## src/rtl/thmc_pkg.sv

```systemverilog
// Package for the thermostat heater mode control unit.
// Holds the mode codes, register map, reset values and field widths.
// No dependencies.
package thmc_pkg;

  typedef enum logic [2:0] {
    MODE_NONE = 3'd0,
    MODE_AUTO = 3'd1,
    MODE_OFF  = 3'd2,
    MODE_ON   = 3'd3,
    MODE_SAFE = 3'd4
  } mode_t;

  // Register word indexes, at byte address 4 * index.
  typedef enum logic [2:0] {
    REG_SET_TEMPERATURE = 3'd0,
    REG_MAX_TEMPERATURE = 3'd1,
    REG_NIGHT_ON_MS     = 3'd2,
    REG_NIGHT_OFF_MS    = 3'd3,
    REG_DAY_ON_MS       = 3'd4,
    REG_DAY_OFF_MS      = 3'd5
  } reg_idx_t;

  localparam int TEMP_W    = 8;
  localparam int MS_W      = 23;
  localparam int HOUR_W    = 5;
  localparam int MINUTE_W  = 6;
  localparam int ELAPSED_W = 16;
  localparam int DAYMIN_W  = 11;
  localparam int ADDR_W    = 5;
  localparam int IN_DATA_W  = 40;
  localparam int OUT_DATA_W = 8;

  localparam logic signed [TEMP_W-1:0] SET_TEMP_RESET = 8'sd26;
  localparam logic signed [TEMP_W-1:0] MAX_TEMP_RESET = 8'sd30;
  localparam logic [MS_W-1:0] NIGHT_ON_RESET  = 23'd3600000;
  localparam logic [MS_W-1:0] NIGHT_OFF_RESET = 23'd1800000;
  localparam logic [MS_W-1:0] DAY_ON_RESET    = 23'd1800000;
  localparam logic [MS_W-1:0] DAY_OFF_RESET   = 23'd7200000;
  localparam logic [MS_W-1:0] TIMER_MAX       = 23'd8388607;

  // Night is after 20:30 or before 8:30, in minutes of the day.
  localparam logic [DAYMIN_W-1:0] NIGHT_START_MIN = 11'd1230;
  localparam logic [DAYMIN_W-1:0] NIGHT_END_MIN   = 11'd510;
  localparam logic [DAYMIN_W-1:0] MIN_PER_HOUR    = 11'd60;

endpackage

```

## src/rtl/thermostat_heater_mode_control_unit.sv

```systemverilog
// Top level of the thermostat heater mode control unit.
// Depends on thmc_pkg for mode codes, register map and reset values.
//
// Usage: one input beat on the s_ channel is one evaluation of the
// thermostat; each one yields exactly one result beat on the m_ channel.
// The six setting registers sit on the APB port at byte address 4 * index;
// the user must write them only while the unit is idle, which the unit
// does not enforce; reads return their values. An accepted beat is
// registered, then evaluated against the heater, mode and phase timer state
// with its result registered onto m_tvalid. Throughput is one beat per cycle
// unless m_tready stalls, set by the single evaluation stage that updates state.
// When the receiver stalls, the result beat holds in the output register
// and one further beat waits in the input register; s_tready then drops.
// Reset (rst, synchronous, active high) restores the register defaults,
// turns the heater off, clears the mode to none, clears the phase timer and
// empties both stages. Safe mode, once entered on a sensor failure, stays
// until reset.
module thermostat_heater_mode_control_unit (
  input  logic                                clk,
  input  logic                                rst,
  input  logic                                s_tvalid,
  output logic                                s_tready,
  // temperature[7:0], auto_switch_n[8], off_switch_n[9], on_switch_n[10],
  // sensor_failed[11], hour[16:12], minute[22:17], elapsed_ms[38:23], zero[39]
  input  logic [thmc_pkg::IN_DATA_W-1:0]      s_tdata,
  output logic                                m_tvalid,
  input  logic                                m_tready,
  // heater_drive[0], active_mode[3:1], heater_toggled[4], is_night[5],
  // zero[7:6]
  output logic [thmc_pkg::OUT_DATA_W-1:0]     m_tdata,
  input  logic                                psel,
  input  logic                                penable,
  input  logic                                pwrite,
  input  logic [thmc_pkg::ADDR_W-1:0]         paddr,
  input  logic [31:0]                         pwdata,
  output logic [31:0]                         prdata,
  output logic                                pready
);

  // Setting registers
  logic signed [thmc_pkg::TEMP_W-1:0] set_temperature;
  logic signed [thmc_pkg::TEMP_W-1:0] max_temperature;
  logic [thmc_pkg::MS_W-1:0]          night_on_ms;
  logic [thmc_pkg::MS_W-1:0]          night_off_ms;
  logic [thmc_pkg::MS_W-1:0]          day_on_ms;
  logic [thmc_pkg::MS_W-1:0]          day_off_ms;

  logic                cfg_write;
  thmc_pkg::reg_idx_t  cfg_idx;

  assign pready    = 1'b1;
  assign cfg_write = psel & penable & pwrite;
  assign cfg_idx   = thmc_pkg::reg_idx_t'(paddr[thmc_pkg::ADDR_W-1:2]);

  always_ff @(posedge clk) begin
    if (rst) begin
      set_temperature <= thmc_pkg::SET_TEMP_RESET;
      max_temperature <= thmc_pkg::MAX_TEMP_RESET;
      night_on_ms     <= thmc_pkg::NIGHT_ON_RESET;
      night_off_ms    <= thmc_pkg::NIGHT_OFF_RESET;
      day_on_ms       <= thmc_pkg::DAY_ON_RESET;
      day_off_ms      <= thmc_pkg::DAY_OFF_RESET;
    end else if (cfg_write) begin
      case (cfg_idx)
        thmc_pkg::REG_SET_TEMPERATURE: set_temperature <= pwdata[thmc_pkg::TEMP_W-1:0];
        thmc_pkg::REG_MAX_TEMPERATURE: max_temperature <= pwdata[thmc_pkg::TEMP_W-1:0];
        thmc_pkg::REG_NIGHT_ON_MS:     night_on_ms     <= pwdata[thmc_pkg::MS_W-1:0];
        thmc_pkg::REG_NIGHT_OFF_MS:    night_off_ms    <= pwdata[thmc_pkg::MS_W-1:0];
        thmc_pkg::REG_DAY_ON_MS:       day_on_ms       <= pwdata[thmc_pkg::MS_W-1:0];
        thmc_pkg::REG_DAY_OFF_MS:      day_off_ms      <= pwdata[thmc_pkg::MS_W-1:0];
        default: ;
      endcase
    end
  end

  always_comb begin
    case (cfg_idx)
      thmc_pkg::REG_SET_TEMPERATURE: prdata = 32'(set_temperature);
      thmc_pkg::REG_MAX_TEMPERATURE: prdata = 32'(max_temperature);
      thmc_pkg::REG_NIGHT_ON_MS:     prdata = 32'(night_on_ms);
      thmc_pkg::REG_NIGHT_OFF_MS:    prdata = 32'(night_off_ms);
      thmc_pkg::REG_DAY_ON_MS:       prdata = 32'(day_on_ms);
      thmc_pkg::REG_DAY_OFF_MS:      prdata = 32'(day_off_ms);
      default:                       prdata = 32'd0;
    endcase
  end

  // Pipeline control: the output register frees up when it is empty or taken.
  logic in_valid;
  logic advance;
  logic in_load;

  assign advance  = ~m_tvalid | m_tready;
  assign s_tready = ~in_valid | advance;
  assign in_load  = s_tvalid & s_tready;

  // Input register
  logic signed [thmc_pkg::TEMP_W-1:0] temperature;
  logic                               auto_switch_n;
  logic                               off_switch_n;
  logic                               on_switch_n;
  logic                               sensor_failed;
  logic [thmc_pkg::HOUR_W-1:0]        hour;
  logic [thmc_pkg::MINUTE_W-1:0]      minute;
  logic [thmc_pkg::ELAPSED_W-1:0]     elapsed_ms;

  always_ff @(posedge clk) begin
    if (rst) begin
      in_valid <= 1'b0;
    end else if (in_load) begin
      in_valid <= 1'b1;
    end else if (advance) begin
      in_valid <= 1'b0;
    end
  end

  always_ff @(posedge clk) begin
    if (in_load) begin
      temperature   <= s_tdata[7:0];
      auto_switch_n <= s_tdata[8];
      off_switch_n  <= s_tdata[9];
      on_switch_n   <= s_tdata[10];
      sensor_failed <= s_tdata[11];
      hour          <= s_tdata[16:12];
      minute        <= s_tdata[22:17];
      elapsed_ms    <= s_tdata[38:23];
    end
  end

  // Evaluation stage state
  logic                      heater_state;
  thmc_pkg::mode_t           mode_state;
  logic [thmc_pkg::MS_W-1:0] phase_timer;

  logic                      heater_state_next;
  thmc_pkg::mode_t           mode_state_next;
  logic [thmc_pkg::MS_W-1:0] phase_timer_next;

  logic [thmc_pkg::DAYMIN_W-1:0] day_min;
  logic                          night;
  logic [thmc_pkg::MS_W-1:0]     period;
  logic [thmc_pkg::MS_W:0]       timer_sum;
  logic                          step;

  assign step    = in_valid & advance;
  assign day_min = thmc_pkg::DAYMIN_W'(hour) * thmc_pkg::MIN_PER_HOUR
                 + thmc_pkg::DAYMIN_W'(minute);
  assign night   = (day_min > thmc_pkg::NIGHT_START_MIN) ||
                   (day_min < thmc_pkg::NIGHT_END_MIN);

  always_comb begin
    if (sensor_failed || mode_state == thmc_pkg::MODE_SAFE) begin
      mode_state_next = thmc_pkg::MODE_SAFE;
    end else if (!auto_switch_n) begin
      mode_state_next = thmc_pkg::MODE_AUTO;
    end else if (!off_switch_n) begin
      mode_state_next = thmc_pkg::MODE_OFF;
    end else if (!on_switch_n) begin
      mode_state_next = thmc_pkg::MODE_ON;
    end else begin
      mode_state_next = mode_state;
    end
  end

  always_comb begin
    if (heater_state) begin
      period = night ? night_on_ms : day_on_ms;
    end else begin
      period = night ? night_off_ms : day_off_ms;
    end
    timer_sum = {1'b0, phase_timer} + (thmc_pkg::MS_W + 1)'(elapsed_ms);
  end

  always_comb begin
    heater_state_next = heater_state;
    phase_timer_next  = phase_timer;
    case (mode_state_next)
      thmc_pkg::MODE_AUTO: heater_state_next = (set_temperature > temperature);
      thmc_pkg::MODE_ON:   heater_state_next = (max_temperature > temperature);
      thmc_pkg::MODE_OFF:  heater_state_next = 1'b0;
      thmc_pkg::MODE_SAFE: begin
        if (phase_timer > period) begin
          phase_timer_next  = '0;
          heater_state_next = ~heater_state;
        end else if (timer_sum[thmc_pkg::MS_W]) begin
          phase_timer_next = thmc_pkg::TIMER_MAX;
        end else begin
          phase_timer_next = timer_sum[thmc_pkg::MS_W-1:0];
        end
      end
      default: ;
    endcase
  end

  always_ff @(posedge clk) begin
    if (rst) begin
      heater_state <= 1'b0;
      mode_state   <= thmc_pkg::MODE_NONE;
      phase_timer  <= '0;
      m_tvalid     <= 1'b0;
    end else begin
      if (step) begin
        heater_state <= heater_state_next;
        mode_state   <= mode_state_next;
        phase_timer  <= phase_timer_next;
        m_tvalid     <= 1'b1;
      end else if (m_tready) begin
        m_tvalid <= 1'b0;
      end
    end
  end

  // Result register
  always_ff @(posedge clk) begin
    if (step) begin
      m_tdata <= {2'b00, night, heater_state_next ^ heater_state,
                  mode_state_next, heater_state_next};
    end
  end

endmodule
```

## config.mk

```make
export PLATFORM = sky130hd
export DESIGN_NAME = thermostat_heater_mode_control_unit
export DESIGN_NICKNAME = d
export VERILOG_FILES = /design/src/rtl/thmc_pkg.sv /design/src/rtl/thermostat_heater_mode_control_unit.sv
export SDC_FILE = /design/constraint.sdc
export NUM_CORES = 1
export LEC_CHECK = 0
export BUFFER_PORTS_ARGS = -buffer_cell sky130_fd_sc_hd__buf_2
export CORE_AREA = 2 2 145 147
export DETAILED_ROUTE_END_ITERATION = 7
export DIE_AREA = 0 0 147 149
export PLACE_DENSITY_LB_ADDON = 0.1
export SLEW_MARGIN = 30
export SYNTH_ARGS = -nofsm -noshare
export SYNTH_HDL_FRONTEND = slang
export SYNTH_SLANG_ARGS = --single-unit
```

## constraint.sdc

```tcl
create_clock -name clk -period 6.26 [get_ports clk]
set_input_delay 0.939 -clock clk [delete_from_list [all_inputs] [get_ports clk]]
set_output_delay 0.939 -clock clk [all_outputs]
set_load 0.02 [all_outputs]
```

# Yosys cells after proc, flatten, opt, wreduce, memory -nomap -nowiden
# Cells that the tools add are included.
# W data, S select, Z words.
totals:
  ff_bits: 182
  latchBits: 0
  ramBits: 0
  rom_bits: 0
  input_bits: 84
  out_inout_bits: 43
  word_cells: 76
  n_memories: 0
op_classes:
  addsub: 2
  mul: 1
  div: 0
  order_cmp: 5
  eq_ne: 10
  n_shift: 0
  mux: 16
  bitwise_logic: 10
  n_reduce_logical: 12
op_table:
  columns: ["op", "count"]
  rows:
  - ["$pmux W32 S6", 1]
  - ["$mux W23", 5]
  - ["$add A23 B16 Y24", 1]
  - ["$gt A23 B23 Y1", 1]
  - ["$gt A8 B8 Y1", 2]
  - ["$reduce_and A2 Y1", 7]
  - ["$eq A3 B2 Y1 const B", 4]
  - ["$eq A3 B3 Y1 const B", 4]
  - ["$mux W3", 4]
  - ["$add A11 B6 Y11", 1]
  - ["$gt A11 B11 Y1 const B", 1]
  - ["$lt A11 B9 Y1 const B", 1]
  - ["$mul A5 B4 Y9 const B", 1]
  - ["$eq A3 B1 Y1 const B", 2]
  - ["$mux W1", 5]
  - ["$and A1 B1 Y1", 4]
  - ["$pmux W1 S4", 1]
  - ["$reduce_bool A2 Y1", 2]
  - ["$logic_not A3 Y1", 1]
  - ["$not A1 Y1", 3]
  - ["$logic_or A1 B1 Y1", 2]
  - ["$or A1 B1 Y1", 2]
  - ["$xor A1 B1 Y1", 1]

# Longest topological paths before layout
logic_depth:
  depth_word: 10
  depth_mapped: 24
  ltp_nobuf: 23

# Worst setup path before layout
# OpenSTA, ideal clock, no wires.
synth_timing:
  kind: "register to register"
  startpoint: "reg hour[0] in the netlist's numbering"
  endpoint: "reg phase_timer[19] in the netlist's numbering"
  setup_ns: 0.072
  arrival_ns: 5.864
  required_time_ns: 6.188
  slack_ns: 0.325
  stages_incl_launch_ff: 25
  path_buffers: 1
  period_less_slack_ns: 5.935
  cell_sequence: "edfxtp_1 fa_1 inv_1 fa_1 fa_1 inv_1 ha_1 nor2_1 a21oi_1 nor2b_1 a21o_1 a31oi_1 a31o_2 a22oi_4 buf_12 mux2_4 ha_1 a2111oi_0 o221ai_1 o211ai_1 o211ai_1 o22ai_1 nand3_1 nor3b_1 a2bb2oi_1"
synth_between:
  elab_chain_len: 8
  word_cells_on_any_way: 10
  classes_between: "1 x add/sub; 1 x mul; 3 x order compare; 4 x mux; 1 x reduce/logical"
synth_lines:
  columns: ["item", "line_no", "text"]
  rows:
  - ["from (decl)", "thermostat_heater_mode_control_unit.sv:103", "logic [thmc_pkg::HOUR_W-1:0] hour;"]
  - ["from (signal assigned)", "thermostat_heater_mode_control_unit.sv:124", "hour <= s_tdata[16:12];"]
  - ["$mul A5 B4 Y9 *", "thermostat_heater_mode_control_unit.sv:146", "assign day_min = thmc_pkg::DAYMIN_W'(hour) * thmc_pkg::MIN_PER_HOUR"]
  - ["$add A11 B6 Y11 *", "thermostat_heater_mode_control_unit.sv:147", "+ thmc_pkg::DAYMIN_W'(minute);"]
  - ["$gt A11 B11 Y1 / $lt A11 B9 Y1 (equally long branches)", "thermostat_heater_mode_control_unit.sv:148, thermostat_heater_mode_control_unit.sv:149", null]
  - ["$logic_or A1 B1 Y1 *", "thermostat_heater_mode_control_unit.sv:148", "assign night = (day_min > thmc_pkg::NIGHT_START_MIN) ||"]
  - ["$mux W23 (on tied branches)", "thermostat_heater_mode_control_unit.sv:169, thermostat_heater_mode_control_unit.sv:167", null]
  - ["$mux W23 *", "thermostat_heater_mode_control_unit.sv:166", "if (heater_state) begin"]
  - ["$gt A23 B23 Y1 *", "thermostat_heater_mode_control_unit.sv:182", "if (phase_timer > period) begin"]
  - ["$mux W23 *", "thermostat_heater_mode_control_unit.sv:182", null]
  - ["to (signal assigned)", "thermostat_heater_mode_control_unit.sv:205", "phase_timer <= phase_timer_next;"]
  - ["to (decl)", "thermostat_heater_mode_control_unit.sv:133", "logic [thmc_pkg::MS_W-1:0] phase_timer;"]
# Mark *: on every way between the ends. The rest lies on a longest branch, timed or not.
# A chain may end at the register's enable or synchronous reset.

# Worst setup path after layout
layout_timing:
  startpoint: "reg hour[0] in the netlist's numbering"
  endpoint: "reg m_tdata[0] in the netlist's numbering (data pin)"
layout_between:
  elab_chain_len: 9
  word_cells_on_any_way: 11
  classes_between: "1 x add/sub; 1 x mul; 3 x order compare; 5 x mux; 1 x reduce/logical"
layout_lines:
  columns: ["item", "line_no", "text"]
  rows:
  - ["$mul A5 B4 Y9 *", "thermostat_heater_mode_control_unit.sv:146", null]
  - ["$add A11 B6 Y11 *", "thermostat_heater_mode_control_unit.sv:147", null]
  - ["$gt A11 B11 Y1 / $lt A11 B9 Y1 (equally long branches)", "thermostat_heater_mode_control_unit.sv:148, thermostat_heater_mode_control_unit.sv:149", null]
  - ["$logic_or A1 B1 Y1 *", "thermostat_heater_mode_control_unit.sv:148", null]
  - ["$mux W23 (on tied branches)", "thermostat_heater_mode_control_unit.sv:169, thermostat_heater_mode_control_unit.sv:167", null]
  - ["$mux W23 *", "thermostat_heater_mode_control_unit.sv:166", null]
  - ["$gt A23 B23 Y1 *", "thermostat_heater_mode_control_unit.sv:182", null]
  - ["$mux W1 *", "thermostat_heater_mode_control_unit.sv:182", null]
  - ["$pmux W1 S4 *", "thermostat_heater_mode_control_unit.sv:177", "case (mode_state_next)"]
  - ["net heater_state_next", "thermostat_heater_mode_control_unit.sv:135", "logic heater_state_next;"]
  - ["to (signal assigned)", "thermostat_heater_mode_control_unit.sv:216", "m_tdata <= {2'b00, night, heater_state_next ^ heater_state,"]
  - ["to (decl)", "thermostat_heater_mode_control_unit.sv:30", "output logic [thmc_pkg::OUT_DATA_W-1:0] m_tdata,"]
# Mark *: on every way through the listed nets, which the timed path passes. The rest lies on a longest branch.

==> out/metrics.sh <==
RUN_STATUS='finished, violations left'
FAILED_CHECKS='setup timing'
CTSLONGESTPATHBUFFERS=2
PLACE.GP.CONGESTION=0.837
CRIT_REQUIRED_NS=6.44
CLK_LATENCY_NS=0.44
DPL.HPWL_UM=18800
SYNTH_AREA_PER_CELL_UM2=8.77
DP_WORST_SETUP_SLACK_NS=-0.0784
HOLDCRITSTARTPOINT='night_off_ms[1]'
WORST_HOLD_PATH_TYPE='register to register'
R2R.WORST_PATH.CELLS=24
AVGROUTEDWIREPERCELL_UM=17.7
FINALHOLDVIOLCOUNT=0
FINALSETUPVIOLATIONS=1
YOSYS_REGISTER_BITS=182
IOPINCOUNT=127
TRITONCTS_NUM_SINKS=182
TIMING.FINAL.WS_SETUP_NS=-0.0197
DRT_PASS1_ITERATIONS=6
FINISH.NET_COUNT=1484
SYNTH-ASYNC-RESET-RATIO=0
COMBINATIONALPOWERSHARE=0.321
LAYOUT.CELLS.MOST_COMMON='sky130_fd_sc_hd__nand2_1'
SEQPWRFRAC=0.369
CRITPATHMOSTFREQUENTCELL='sky130_fd_sc_hd__fa_1'
CRITPATHKIND='register to register'
POST_DRT_VIA_CELL_RATIO=5.66
TIMING.SLEW.HEADROOM=0.332
WORST_PATH_MAX_DELAY_CELL='sky130_fd_sc_hd__fa_1'
CRITICAL_PATH_ARRIVAL_NS=6.46
SYNTH_EDF_COUNT=45
FINAL_ANTENNA_NET_COUNT=0
GRT_USE_TOTAL=0.253
SYNTH_SEQ_AREA_SHARE=0.386
NUM_ANTENNA_CELLS=0
ROUTE.DETAILED.DRC=0
NUM_ROWS=53
YOSYS.CELL_TYPES.COUNT=70
WORST_PIN_SLEW_NS=0.996
SYNTH_CELLS=1209
YOSYS_WARNINGS=0
DETAIL_ROUTE.WIRELENGTH_UM=28400
REPORT.FINAL.SLEW_VIOL_COUNT=0
FP.DIEH_UM=149
P_LEAK_nW=5.45
SETUP.REG_TO_REG.WORST_SLACK_NS=-0.02
DOMINANT_CELLS_BY_AREA_AFTER_SYNTHESIS='sky130_fd_sc_hd__dfxtp_1 26%, sky130_fd_sc_hd__edfxtp_1 13%, sky130_fd_sc_hd__nand2_1 8.5%, sky130_fd_sc_hd__ha_1 8.4%, sky130_fd_sc_hd__mux2i_1 7.3%'
GRT_SETUP_UNREPAIRED='true'
ANTENNA_FOUND_INITIAL=0
INITIAL_CORE_UTIL=0.516
INTERNAL_POWER_mW=2.33
CLOCK_TREE.HTREE_LEVEL_COUNT=4
CLOCK_EDGE_TRANSITION_AT_THE_REGISTERS_ON_THE_REPORTED_SETUP_AND_HOLD_PATHS_NS=0.08
NUMCTSBUFFERS=17
P_PER_AREA_mW_PER_MM2=273
SYNTHESIS.AREA_MM2=0.0106
FMAX_MHz=159
YOSYS.AREA.TOP_TYPE='sky130_fd_sc_hd__dfxtp_1'
GRT_PASS1_VIAS=8659
TIMING.HOLD.WORST_ENDPOINT='night_off_ms[1]'
GRT_OVERFLOW_TOTAL=0
SYNTH_TOP_FLOP_CELL='sky130_fd_sc_hd__dfxtp_1'
VIA_COUNT=9104
CELL_BY_CELL_LISTING_OF_THE_CRITICAL_PATH='fa_1 -> inv_2 -> fa_1 -> fa_1 -> inv_2 -> ha_4 -> nor2_1 -> a21oi_4 -> and2_1 -> a22o_1 -> a41o_1 -> a22oi_4 -> clkbuf_16 -> buf_4 -> mux2_4 -> ha_4 -> nand4_1 -> or4_4 -> a211oi_4 -> o22ai_4 -> buf_6 -> xnor2_2 -> o21ai_2 -> a21oi_1'
CRITPATHMAXFANOUT=6
STDCELL_AREA_MM2=0.0126
COREAREA_MM2=0.0206
CTS.ROOT.BUFFER_CELL='sky130_fd_sc_hd__clkbuf_16'
BUFFER_PORTS.INSERTED=111
FINAL.MIN_CLOCK_PERIOD_NS=6.28
POST_ROUTE_CELLS_DRIVE_ABOVE_1_SHARE=0.218
CRITICAL_PATH.MAX_STAGE_DELAY_NS=0.61
INITIALDRTVIOLATIONCOUNT=775
GRT_MAX_DEGREE=66
P_CLK_FRAC=0.310
HOLDPATHSTAGES=2
TIMING.FINAL.CRIT_SHARE=1.00
FIN_HOLD_WS_NS=0.474
CTS_TREE='yes'
DIEWIDTH_UM=147
REG2REG_TO='m_tdata[0]'
PEAK_SUPPLY_DROP_V=0.000162
CP_CAPTURE_TYPE='register'
CRITICAL_PATH.REG2REG.STARTPOINT='hour[0]'
SYNTH.TOP_CELL.AREA_SHARE=0.259
DESIGN.DIE.AREA_MM2=0.0219
POWER_mW=3.44
AREA_DELTA_SYNTH_FINAL_PCT=18.8
GRT_FIRST_PASS_WIRELENGTH_UM=44600
DPL-INSTANCE-AREA_MM2=0.0115
POWER.SWITCHING_mW=1.10
P_SW_FRAC=0.321
MAXCAPVIOLCOUNT=0
CP-START-KIND='register'
LAYOUT.CELLS.MOST_COMMON_LIST='235 x sky130_fd_sc_hd__nand2_1, 136 x sky130_fd_sc_hd__dfxtp_1, 111 x sky130_fd_sc_hd__buf_2, 77 x sky130_fd_sc_hd__mux2i_1, 76 x sky130_fd_sc_hd__a21oi_1'
CLOCK_SKEW_NS=0.0124
-- state kept, by name, summed over array words and instances (netlist names), 3 cells and up --
register / count
day_off_ms: 23
day_on_ms: 23
elapsed_ms: 16
hour: 5
m_tdata: 6
max_temperature: 8
minute: 6
mode_state: 3
night_off_ms: 23
night_on_ms: 23
phase_timer: 23
set_temperature: 8
temperature: 8
-- per-layer routing --
| metal | track usage | share of wire | vias to the layer above |
|---|---|---|---|
| li1 | - | - | 4478 |
| met1 | 0.336 | 0.45 | 4357 |
| met2 | 0.433 | 0.49 | 238 |
| met3 | 0.0367 | 0.046 | 31 |
| met4 | 0.0707 | 0.016 | 0 |
| met5 | 0 | 0 | - |
-- power groups by stage --
stage | combinational (mW) | sequential (mW) | clock [mW]
floorplan | 0.644 | 1.29 | 0
global placement | 0.879 | 1.29 | 0
detailed placement | 0.892 | 1.29 | 0
CTS | 0.906 | 1.27 | 1.08
global route | 1.19 | 1.27 | 1.13
finish | 1.10 | 1.27 | 1.07
-- worst max-delay path by stage --
stage,start,end,slack [ns],cells after the start
after CTS,hour[0],heater_state,0.03,24
after detailed placement,hour[0],m_tdata[0],-0.08,26
after global placement,hour[0],m_tdata[0],-0.12,25
after global routing,hour[0],m_tdata[0],-0.20,25
after floorplan,hour[0],phase_timer[19],0.32,24
final,hour[0],m_tdata[0],-0.02,24
-- per-stage QoR --
step           setup TNS [ns]  utilization  std cells
2_1_floorplan               0            -       1210
3_3_place_gp           -0.699        0.558       1560
3_5_place_dp           -0.433        0.558       1560
4_1_cts                     0        0.588       1592
5_1_grt                 -2.72        0.613       1608
6_report              -0.0197        0.613       1608
-- worst max-delay path: cells and delay by family (launching register included) --
family                     cells  cell delay (ns)
and+or+nand+nor                4             1.01
adders and majority gates      5             2.05
buffers and inverters          5             0.57
DFF                            1             0.43
AOI/OAI and AO/OA              8             1.51
muxes                          1             0.32
xor gates and xnor gates       1             0.13
-- repair_timing --
item | in CTS | in global routing
hold buffers | 0 | 0
pin swaps | 0 | 13
buffers inserted | 0 | 14
setup endpoints to repair | 20 | 26
gates cloned | 0 | 2
gates resized for setup | 6 | 70
-- synthesized netlist by cell type (3+ instances only) --
master and count:
sky130_fd_sc_hd__and2_1 11, sky130_fd_sc_hd__o21a_1 12, sky130_fd_sc_hd__nand3_1 73, sky130_fd_sc_hd__and3_1 8, sky130_fd_sc_hd__nor4_1 3, sky130_fd_sc_hd__nand4_1 9
sky130_fd_sc_hd__clkbuf_1 56, sky130_fd_sc_hd__edfxtp_1 45, sky130_fd_sc_hd__o22ai_1 6, sky130_fd_sc_hd__mux2i_1 77, sky130_fd_sc_hd__nor2b_1 12, sky130_fd_sc_hd__and4_1 3
sky130_fd_sc_hd__a211oi_1 5, sky130_fd_sc_hd__ha_1 71, sky130_fd_sc_hd__mux2_4 18, sky130_fd_sc_hd__o211ai_1 3, sky130_fd_sc_hd__a31o_2 4, sky130_fd_sc_hd__a31oi_1 7
sky130_fd_sc_hd__nor3b_1 3, sky130_fd_sc_hd__a22oi_1 33, sky130_fd_sc_hd__o221ai_1 7, sky130_fd_sc_hd__xnor2_1 11, sky130_fd_sc_hd__fa_1 9, sky130_fd_sc_hd__nor2_1 69
sky130_fd_sc_hd__mux2_2 6, sky130_fd_sc_hd__a21o_1 17, sky130_fd_sc_hd__a21boi_0 4, sky130_fd_sc_hd__a21oi_1 81, sky130_fd_sc_hd__nand2_1 239, sky130_fd_sc_hd__dfxtp_1 137
sky130_fd_sc_hd__inv_1 48, sky130_fd_sc_hd__or3_1 3, sky130_fd_sc_hd__buf_4 11, sky130_fd_sc_hd__nand2b_1 8, sky130_fd_sc_hd__nor3_1 11, sky130_fd_sc_hd__xor2_1 6
sky130_fd_sc_hd__o21ai_0 39
-- cells by family (layout without fill, tap and decap cells) --
kind of cell	Yosys count	in the layout	share of synthesized area
AOI/OAI and AO/OA	244	244	0.150
and+or+nand+nor	462	462	0.193
other	2	3	0.000709
xor gates and xnor gates	18	18	0.0156
buffers and inverters	120	243	0.0495
muxes	101	101	0.105
DFF	182	182	0.386
adders and majority gates	80	80	0.101
-- layout make-up --
| type | count | area [um^2] |
|---|---|---|
| multi-input cells | 908 | 6380 |
| flip-flops and latches | 182 | 4100 |
| fillers | 1818 | 7960 |
| repair buffers | 162 | 1000 |
| well taps | 275 | 344 |
| inverters | 49 | 185 |
| clock buffers | 17 | 425 |
| clock inverters | 15 | 163 |
(Power assumes the default switching activity.)
